<file path="src/hw/rtl/fsc_pkg.sv">
// ----------------------------------------------------------------------------
// fsc_pkg
// Shared types and constants for the frustum sphere cull block.
// ----------------------------------------------------------------------------
package fsc_pkg;

  localparam int PLANE_COUNT = 6;
  localparam int REG_COUNT   = 4;
  localparam int CFG_IDX_W   = 8;
  localparam int COL_W       = 64;
  localparam int COEF_W      = 32;
  localparam int CTR_W       = 24;
  localparam int RAD_W       = 23;
  localparam int ROWSUM_W    = 18;  // signed Q5.12 row sum
  localparam int MAG_W       = 17;  // magnitude of a row sum
  localparam int SUMSQ_W     = 34;  // a*a + b*b + c*c
  localparam int LEN_W       = 17;  // floor(sqrt(S))
  localparam int DVD_W       = 33;  // |v| << 16
  localparam int SQRT_STEPS  = 17;
  localparam int DIV_STEPS   = 33;

  localparam logic signed [COEF_W-1:0] COEF_MAX = 32'sh7FFF_FFFF;
  localparam logic signed [COEF_W-1:0] COEF_MIN = 32'sh8000_0000;

  // Register indexes
  localparam logic [CFG_IDX_W-1:0] REG_MATRIX_COL0 = 8'd0;
  localparam logic [CFG_IDX_W-1:0] REG_MATRIX_COL1 = 8'd1;
  localparam logic [CFG_IDX_W-1:0] REG_MATRIX_COL2 = 8'd2;
  localparam logic [CFG_IDX_W-1:0] REG_MATRIX_COL3 = 8'd3;

  typedef struct packed {
    logic signed [COEF_W-1:0] nx;
    logic signed [COEF_W-1:0] ny;
    logic signed [COEF_W-1:0] nz;
    logic signed [COEF_W-1:0] d;
  } plane_t;

  typedef enum logic [2:0] {
    BLD_IDLE,
    BLD_SUMSQ,
    BLD_SQRT,
    BLD_DIV,
    BLD_NEXT
  } bld_state_t;

  typedef struct packed {
    logic start;
  } bld_ctrl_t;

  typedef struct packed {
    logic busy;
  } bld_stat_t;

endpackage

</file>
<file path="src/hw/rtl/fsc_plane_builder.sv">
// ----------------------------------------------------------------------------
// fsc_plane_builder
// Derives and normalises the six frustum planes, one bit per cycle through a
// shared square root and divider.
// ----------------------------------------------------------------------------
module fsc_plane_builder (
  input  logic                                  clk,
  input  logic                                  rst,
  input  fsc_pkg::bld_ctrl_t                    ctrl,
  input  logic [3:0][fsc_pkg::COL_W-1:0]        matrix,
  output fsc_pkg::bld_stat_t                    stat,
  output fsc_pkg::plane_t [fsc_pkg::PLANE_COUNT-1:0] planes
);
  import fsc_pkg::*;

  bld_state_t state, state_next;
  logic [2:0] plane_idx;
  logic [1:0] coef_idx;
  logic [5:0] cnt;

  logic [SUMSQ_W-1:0]  acc;
  logic [SUMSQ_W-1:0]  sq_src;
  logic [LEN_W+1:0]    sq_rem;
  logic [LEN_W-1:0]    root;
  logic [LEN_W-1:0]    len;
  logic [MAG_W-1:0]    dv_rem;
  logic [DVD_W-1:0]    dvd;
  logic                neg;

  logic signed [ROWSUM_W-1:0] vrow [4];
  logic [2*ROWSUM_W-1:0]      square;
  logic [SUMSQ_W-1:0]         acc_sum;

  // Row sums for the plane in hand: row 3 plus or minus row plane_idx/2
  always_comb begin
    logic [1:0] row;
    logic signed [ROWSUM_W-1:0] s3, sr;
    row = plane_idx[2:1];
    for (int j = 0; j < 4; j++) begin
      s3 = ROWSUM_W'(signed'(matrix[j][63:48]));
      sr = ROWSUM_W'(signed'(matrix[j][row*16 +: 16]));
      vrow[j] = plane_idx[0] ? (s3 + sr) : (s3 - sr);
    end
  end

  // Full-width signed product; a square is never negative
  assign square  = vrow[coef_idx] * vrow[coef_idx];
  assign acc_sum = acc + square[SUMSQ_W-1:0];

  // Square root step
  logic [LEN_W+1:0] sq_rem2, sq_trial, sq_rem_next;
  logic [LEN_W-1:0] root_next;
  always_comb begin
    sq_rem2  = {sq_rem[LEN_W-1:0], sq_src[SUMSQ_W-1 -: 2]};
    sq_trial = {root, 2'b01};
    if (sq_rem2 >= sq_trial) begin
      sq_rem_next = sq_rem2 - sq_trial;
      root_next   = {root[LEN_W-2:0], 1'b1};
    end else begin
      sq_rem_next = sq_rem2;
      root_next   = {root[LEN_W-2:0], 1'b0};
    end
  end

  // Divide step
  logic [MAG_W:0]     dv_r2, dv_diff;
  logic [MAG_W-1:0]   dv_rem_next;
  logic [DVD_W-1:0]   dvd_next;
  always_comb begin
    dv_r2   = {dv_rem, dvd[DVD_W-1]};
    dv_diff = dv_r2 - {1'b0, len};
    if (dv_r2 >= {1'b0, len}) begin
      dv_rem_next = dv_diff[MAG_W-1:0];
      dvd_next    = {dvd[DVD_W-2:0], 1'b1};
    end else begin
      dv_rem_next = dv_r2[MAG_W-1:0];
      dvd_next    = {dvd[DVD_W-2:0], 1'b0};
    end
  end

  // Signed, saturated coefficient from the finished quotient
  logic signed [COEF_W-1:0] coef;
  always_comb begin
    if (!neg) begin
      coef = (dvd_next > DVD_W'(COEF_MAX)) ? COEF_MAX : signed'(dvd_next[COEF_W-1:0]);
    end else begin
      coef = (dvd_next > {1'b0, COEF_MIN}) ? COEF_MIN : signed'(-dvd_next[COEF_W-1:0]);
    end
  end

  // Next coefficient to divide, magnitude and sign
  logic [1:0]              div_idx;
  logic signed [ROWSUM_W-1:0] div_v;
  logic [ROWSUM_W-1:0]     div_abs;
  assign div_idx = (state == BLD_SQRT) ? 2'd0 : coef_idx + 2'd1;
  assign div_v   = vrow[div_idx];
  assign div_abs = div_v[ROWSUM_W-1] ? unsigned'(-div_v) : unsigned'(div_v);

  always_comb begin
    state_next = state;
    unique case (state)
      BLD_IDLE:  state_next = BLD_IDLE;
      BLD_SUMSQ: if (coef_idx == 2'd2) state_next = BLD_SQRT;
      BLD_SQRT: begin
        if (cnt == 6'(SQRT_STEPS - 1)) state_next = (root_next == '0) ? BLD_NEXT : BLD_DIV;
      end
      BLD_DIV: begin
        if (cnt == 6'(DIV_STEPS - 1) && coef_idx == 2'd3) state_next = BLD_NEXT;
      end
      BLD_NEXT:  state_next = (plane_idx == 3'(PLANE_COUNT - 1)) ? BLD_IDLE : BLD_SUMSQ;
      default:   state_next = BLD_IDLE;
    endcase
    if (ctrl.start) state_next = BLD_SUMSQ;
  end

  // A reset starts a build of the planes of the reset matrix
  always_ff @(posedge clk) begin
    if (rst) begin
      state     <= BLD_SUMSQ;
      plane_idx <= '0;
      coef_idx  <= '0;
      cnt       <= '0;
      acc       <= '0;
    end else begin
      state <= state_next;
      if (ctrl.start) begin
        plane_idx <= '0;
        coef_idx  <= '0;
        cnt       <= '0;
        acc       <= '0;
      end else begin
        case (state)
          BLD_SUMSQ: begin
            acc      <= acc_sum;
            coef_idx <= coef_idx + 2'd1;
            if (coef_idx == 2'd2) begin
              cnt <= '0;
            end
          end
          BLD_SQRT: begin
            cnt <= cnt + 6'd1;
            if (cnt == 6'(SQRT_STEPS - 1)) begin
              cnt      <= '0;
              coef_idx <= '0;
            end
          end
          BLD_DIV: begin
            cnt <= cnt + 6'd1;
            if (cnt == 6'(DIV_STEPS - 1)) begin
              cnt      <= '0;
              coef_idx <= coef_idx + 2'd1;
            end
          end
          BLD_NEXT: begin
            plane_idx <= plane_idx + 3'd1;
            coef_idx  <= '0;
            acc       <= '0;
          end
          default: ;
        endcase
      end
    end
  end

  // Datapath registers
  always_ff @(posedge clk) begin
    case (state)
      BLD_SUMSQ: begin
        sq_src <= acc_sum;
        sq_rem <= '0;
        root   <= '0;
      end
      BLD_SQRT: begin
        sq_src <= {sq_src[SUMSQ_W-3:0], 2'b00};
        sq_rem <= sq_rem_next;
        root   <= root_next;
        if (cnt == 6'(SQRT_STEPS - 1)) begin
          len    <= root_next;
          dvd    <= {div_abs[MAG_W-1:0], 16'h0000};
          dv_rem <= '0;
          neg    <= div_v[ROWSUM_W-1];
          if (root_next == '0) begin
            planes[plane_idx] <= '{nx: '0, ny: '0, nz: '0, d: COEF_MAX};
          end
        end
      end
      BLD_DIV: begin
        dvd    <= dvd_next;
        dv_rem <= dv_rem_next;
        if (cnt == 6'(DIV_STEPS - 1)) begin
          case (coef_idx)
            2'd0:    planes[plane_idx].nx <= coef;
            2'd1:    planes[plane_idx].ny <= coef;
            2'd2:    planes[plane_idx].nz <= coef;
            default: planes[plane_idx].d  <= coef;
          endcase
          dvd    <= {div_abs[MAG_W-1:0], 16'h0000};
          dv_rem <= '0;
          neg    <= div_v[ROWSUM_W-1];
        end
      end
      default: ;
    endcase
  end

  assign stat.busy = (state != BLD_IDLE);

endmodule

</file>
<file path="config.mk">
export PLATFORM = sky130hd
export DESIGN_NAME = fsc_plane_builder
export DESIGN_NICKNAME = d
export VERILOG_FILES = /design/src/hw/rtl/fsc_pkg.sv /design/src/hw/rtl/fsc_plane_builder.sv
export SDC_FILE = /design/constraint.sdc
export NUM_CORES = 2
export LEC_CHECK = 0
export BUFFER_PORTS_ARGS = -buffer_cell sky130_fd_sc_hd__buf_2
export CAP_MARGIN = 20
export CORE_AREA = 2 2 405 407
export DETAILED_ROUTE_END_ITERATION = 6
export DIE_AREA = 0 0 407 409
export GPL_TIMING_DRIVEN = 0
export RECOVER_POWER = 100
export SKIP_CTS_REPAIR_TIMING = 1
export SLEW_MARGIN = 20
export SYNTH_ARGS = -nofsm -noshare
export SYNTH_HDL_FRONTEND = slang
export SYNTH_SLANG_ARGS = --single-unit
</file>
<file path="constraint.sdc">
create_clock -name clk -period 25.5 [get_ports clk]
set_clock_uncertainty 0.2 [all_clocks]
set_input_delay 2.55 -clock clk [delete_from_list [all_inputs] [get_ports clk]]
set_output_delay 2.55 -clock clk [all_outputs]
set_load 0.03 [all_outputs]
</file>
# After elaboration in Yosys (flattened, before gate mapping)
# Cells that the tools add are included.
[word_totals] reg_bits=952 inputBits=259 output_inout_bits=769
[classes] addsub=16 mul=1 magnitude_cmp=8 eq_ne=15 shift=4 mux=64 n_bitwise=5 n_reduce_logical=18
[op_table] op="$bwmux 768" n=4
[op_table] op="$mux 768" n=3
[op_table] op="$pmux 768 s3" n=1
[op_table] op="$demux 128 s3" n=5
[op_table] op="$pmux 768 s2" n=1
[op_table] op="$and 582x582->582" n=1
[op_table] op="$not 582->582" n=1
[op_table] op="$mux 128" n=2
[op_table] op="$shiftx 64x7->16" n=4
[op_table] op="$or 186x186->186" n=1
[op_table] op="$mux 18" n=8
[op_table] op="$pmux 34 s2" n=2
[op_table] op="$mux 32" n=4
[op_table] op="$pmux 17 s2" n=3
[op_table] op="$mux 96" n=1
[op_table] op="$mux 17" n=5
[op_table] op="$bmux 18 s2" n=2
[op_table] op="$add 16x16->17" n=4
[op_table] op="$sub 16x16->17" n=4
[op_table] op="$mux 33" n=2
[op_table] op="$pmux 33 s2" n=1
[op_table] op="$mux 64" n=1
[op_table] op="$add 34x34->34" n=1
[op_table] op="$mul 18x18->34" n=1
[op_table] op="41 further kinds" n=69

# Longest topological paths before layout
[depth] depth_word=10 ltp_mapped=52 depth_no_buf=45

# Worst setup path after synthesis
# OpenSTA, ideal clock, no wires.
[synth_path] path_kind="register to register" start="reg sq_rem[0]" end="reg planes[100] (netlist name), enable pin" arrival_time_ns=26.310 t_required_ns=23.767 slack_ns=-2.543 path_stages_with_launch=14 cell_sequence="edfxtp_1 -> ha_1 -> o21ai_0 -> a21boi_0 -> o21bai_1 -> a21boi_0 -> o21ai_0 -> a21o_1 -> a21boi_0 -> o21ai_0 -> nand2_1 -> nor2_1 -> o211ai_1 -> nor2_1"
[synth_via] elab_chain_cells=5
[synth_lines] element="start, declared" line="fsc_plane_builder.sv:23" rtl="logic [LEN_W+1:0] sq_rem;"
[synth_lines] element="start signal, assigned" line="fsc_plane_builder.sv:175" rtl="sq_rem <= sq_rem_next;"
[synth_lines] element="$ge 19x19->1" line="fsc_plane_builder.sv:56" rtl="if (sq_rem2 >= sq_trial) begin"
[synth_lines] element="$mux 1" line="fsc_plane_builder.sv:56"
[synth_lines] element="$logic_not 17->1" line="fsc_plane_builder.sv:182" rtl="if (root_next == '0) begin"
[synth_lines] element="$ne 2x1->1 (no line)"
[synth_lines] element="$reduce_and 4->1 (no line)"
[synth_lines] element="end signal, assigned by index" line="fsc_plane_builder.sv:183" rtl="planes[plane_idx] <= '{nx: '0, ny: '0, nz: '0, d: COEF_MAX};"
[synth_lines] element="end, declared" line="fsc_plane_builder.sv:12" rtl="output fsc_pkg::plane_t [fsc_pkg::PLANE_COUNT-1:0] planes"
# Every way passes these cells.
# A chain may end at the register's enable or synchronous reset.

# Worst setup path in the final report
[layout_path] start="reg plane_idx[2]" end="reg sq_src[33] (data pin)"
[layout_via] elab_chain_cells=9 word_cells_on_any_way=22
[layout_lines] element="start, declared" line="fsc_plane_builder.sv:17" rtl="logic [2:0] plane_idx;"
[layout_lines] element="start signal, assigned" line="fsc_plane_builder.sv:155" rtl="plane_idx <= plane_idx + 3'd1;"
[layout_lines] element="$shiftx 64x7->16" line="fsc_plane_builder.sv:41" rtl="sr = ROWSUM_W'(signed'(matrix[j][row*16 +: 16]));"
[layout_lines] element="$sub 16x16->17 or $add 16x16->17 (tied branches)" line="fsc_plane_builder.sv:42" rtl="vrow[j] = plane_idx[0] ? (s3 + sr) : (s3 - sr);"
[layout_lines] element="$mux 18" line="fsc_plane_builder.sv:42"
[layout_lines] element="$bmux 18 s2 (*)" line="fsc_plane_builder.sv:47" rtl="assign square = vrow[coef_idx] * vrow[coef_idx];"
[layout_lines] element="$mux 18 (implied by the code) (*) (2 in a row)" line="fsc_plane_builder.sv:47"
[layout_lines] element="$mul 18x18->34 (*)" line="fsc_plane_builder.sv:47"
[layout_lines] element="$add 34x34->34 (*)" line="fsc_plane_builder.sv:48" rtl="assign acc_sum = acc + square[SUMSQ_W-1:0];"
[layout_lines] element="$pmux 34 s2 (*)" line="fsc_plane_builder.sv:167" rtl="case (state)"
[layout_lines] element="end signal, assigned" line="fsc_plane_builder.sv:169" rtl="sq_src <= acc_sum;"
[layout_lines] element="end signal, assigned" line="fsc_plane_builder.sv:174" rtl="sq_src <= {sq_src[SUMSQ_W-3:0], 2'b00};"
[layout_lines] element="end, declared" line="fsc_plane_builder.sv:22" rtl="logic [SUMSQ_W-1:0] sq_src;"
# Mark *: on every way between the ends. The rest lies on a longest branch, timed or not. The select of a mux whose other input is x is not followed.

==> reports/metrics.yaml <==
yosys:
  avgSynthCellArea_um2: 10.2
  synth_area_um2: 60100
  synthCells: 5913
  synth.yosys.seq_area_share_pct: 46.8
  synth_edf_count: 904
  synth_ff_type: "edfxtp_1"
  ys_types: 82
  synth_fp_nets: 6709
  synthArstFlopShare_pct: 0
  synth_warnings: 0
  yosys_register_bits: 952
die:
  die_y_um: 409
  initial_core_util_pct: 37.1
  ios: 1028
  die-width_um: 407
  core_area_um2: 162000
  die_area_um2: 166000
  rows: 148
grt:
  grt_antenna_before_repair: 15
  grt_pass1_vias: 50300
  grt_pass1_wl_um: 362000
  gr-total-overflow: 0
  grt_max_degree: 51
  grt_use_total_pct: 30.1
final_layout:
  fillers: 16100
  utilization_pct: 43.8
  instances_no_fill: 9377
  fin_nets: 7906
  drive_gt1_share_pct: 7.66
  design_area_um2: 70900
  area_growth_pct: 18.0
critical_path:
  end_kind: "flop"
  crit_path_max_incr_delay_ps: 1570
  crit_required_ps: 25740
  critPathKind: "reg2reg"
  cp-start-kind: "flop"
  cp_max_fo: 10
  critPathSlowestCell: "o21ai_0"
  crit_arrival_ps: 19070
timing:
  drv_slew: 590
  rsz0062_at_grt: "false"
  final_min_period_over_clock_period_pct: 73.8
  max-slew-margin-rel_pct: -147
  period_needed_ps: 18830
  max_freq_mhz: 53.1
  setup_viol: 0
  hold_viol_final: 0
  worst_pin_slew_ps: 3700
clocking:
  clockBufferDepth: 3
  numClockSinks: 952
  cts_buffers: 100
  htreeDepth: 3
  root_buffer: "clkbuf_16"
  clk_latency_ps: 760
  path_clk_slew_ps: 60
  cts_tree: "built"
place:
  dp_hpwl_um: 205000
  portBuffers: 1027
  dp.cells: 9180
  placed_area_um2: 69600
  gp_congestion: 0.979
worst_hold_path:
  hp-class: "reg2reg"
detailed_routing:
  viasPerCell: 5.65
  drt_iter0_drc: 6048
  routed_wl_um: 261000
  wl_per_cell_um: 27.8
  remaining_drc_errors: 0
  drtPass1Iterations: 6
  vias: 53000
  ant_nets: 0
job:
  cap_violations: 32
outcome:
  status: "complete, but fails checks"
  violations: "capacitance limit, slew limit"
==> cell families after synthesis <==
logic type	after synthesis	synth area share (%)
multiplexers	116	3.26
adder cells (fa/ha/maj)	537	15.0
AND/OR/NAND/NOR	1622	11.4
flip-flops	952	46.8
buffers and inverters	812	5.17
AO/OA/AOI/OAI	1664	15.3
XOR/XNOR	210	3.08
==> critical path: cells and delay by family (launching register included) <==
kind                       cells  cell delay (ps)
muxes                          1              520
and+or+nand+nor               11             2150
adders and majority gates      9             3640
xor gates and xnor gates       3              950
DFF                            1              300
AOI/OAI and AO/OA             12             4380
buffers and inverters         10             6290
==> per-layer routing <==
layer | vias to the layer above | GRT usage [%] | part of all wire, %
met2 | 2985 | 48.1 | 46
met4 | 4 | 19.5 | 7.6
met1 | 26300 | 36.4 | 36
met3 | 590 | 7.10 | 10
met5 | - | 0.322 | 0.033
li1 | 23200 | - | -
==> flip-flops by register name, indices dropped and copies added, names as in the netlist <==
| signal | count |
|---|---|
| planes | 768 |
| acc | 34 |
| sq_src | 34 |
| dvd | 33 |
| dv_rem | 17 |
| len | 17 |
| root | 17 |
| sq_rem | 17 |
| cnt | 6 |
| plane_idx | 3 |
| state | 3 |
| coef_idx | 2 |
| neg | 1 |
==> synth_stat cells, drive strengths merged (10+ instances only) <==
master | n | share of area [%]
o21ai | 1089 | 9.1
nand2 | 907 | 5.7
edfxtp | 904 | 45
inv | 464 | 2.9
nor2 | 389 | 2.4
fa | 305 | 10
clkbuf | 304 | 1.9
a21oi | 258 | 2.1
ha | 232 | 4.8
xnor2 | 121 | 1.8
xor2 | 88 | 1.3
mux4 | 63 | 2.4
nor3 | 63 | 0.53
dfxtp | 48 | 1.6
mux2i | 45 | 0.75
a21o | 43 | 0.54
a211oi | 38 | 0.47
buf | 36 | 0.32
nand3 | 36 | 0.30
or3 | 33 | 0.34
and2 | 32 | 0.33
a22oi | 31 | 0.39
nand2b | 31 | 0.32
o21a | 30 | 0.37
and3 | 29 | 0.30
o31ai | 28 | 0.35
a31oi | 21 | 0.22
nand4 | 20 | 0.21
nor2b | 20 | 0.21
o21bai | 16 | 0.20
nor3b | 15 | 0.19
nor4 | 15 | 0.18
or2 | 13 | 0.14
o22ai | 11 | 0.11
o31a | 11 | 0.16
o211ai | 10 | 0.12
==> stage by stage <==
stage / hold WS, ps / setup WS (ps) / TNS, ps
floorplan: 250 / 7290 / 0
global placement: 276 / -744 / -304710
detailed placement: 269 / 10020 / 0
CTS: 280 / 9970 / 0
global route: 300 / 6290 / 0
finish: 281 / 6670 / 0
==> worst paths after layout <==
path	startpoint	to	slack [ps]	cells after the start
max	plane_idx[2]	sq_src[33]	6670	46
min	root[1]	len[2]	280	0
max reg2reg	plane_idx[2]	sq_src[33]	6670	46
min reg2reg	root[1]	len[2]	280	0
==> layout by cell type, fill, tap and decap left out, types with 20 or more instances in the layout <==
master | netlist | routed
nor3_1 | 62 | 63
a21o_1 | 43 | 43
a21oi_1 | 258 | 258
edfxtp_1 | 904 | 904
buf_2 | 16 | 264
dfxtp_1 | 48 | 48
and3_1 | 29 | 29
nor2_1 | 388 | 388
a31oi_1 | 21 | 21
inv_1 | 462 | 463
clkbuf_1 | 304 | 1160
xor2_1 | 88 | 88
nand2_1 | 906 | 907
nor2b_1 | 20 | 20
a211oi_1 | 38 | 34
xnor2_1 | 121 | 121
o21a_1 | 30 | 30
nand3_1 | 36 | 36
ha_1 | 232 | 232
nand4_1 | 20 | 20
mux4_2 | 63 | 63
clkinv_1 | 8 | 27
or3_1 | 33 | 33
mux2i_1 | 45 | 45
nand2b_1 | 31 | 31
a22oi_1 | 31 | 31
fa_1 | 305 | 305
clkinv_2 | 0 | 23
o21ai_0 | 1055 | 1069
clkbuf_16 | 0 | 100
o31ai_1 | 28 | 26
==> final cells by class <==
type	count	area (um^2)	share of cell area, %
multi-input cells	4149	29000	40.9
flip-flops and latches	952	28100	39.6
repair buffers	1095	4590	6.48
well taps	2175	2720	3.84
clock buffers	118	2620	3.69
inverters	472	1770	2.50
plain buffers	340	1310	1.84
clock inverters	68	749	1.06
diodes	8	20.0	0.0282
Power is left out: the tool's default activity adds up to more than one toggle a clock period on the data nets, which glitch-free logic cannot reach.
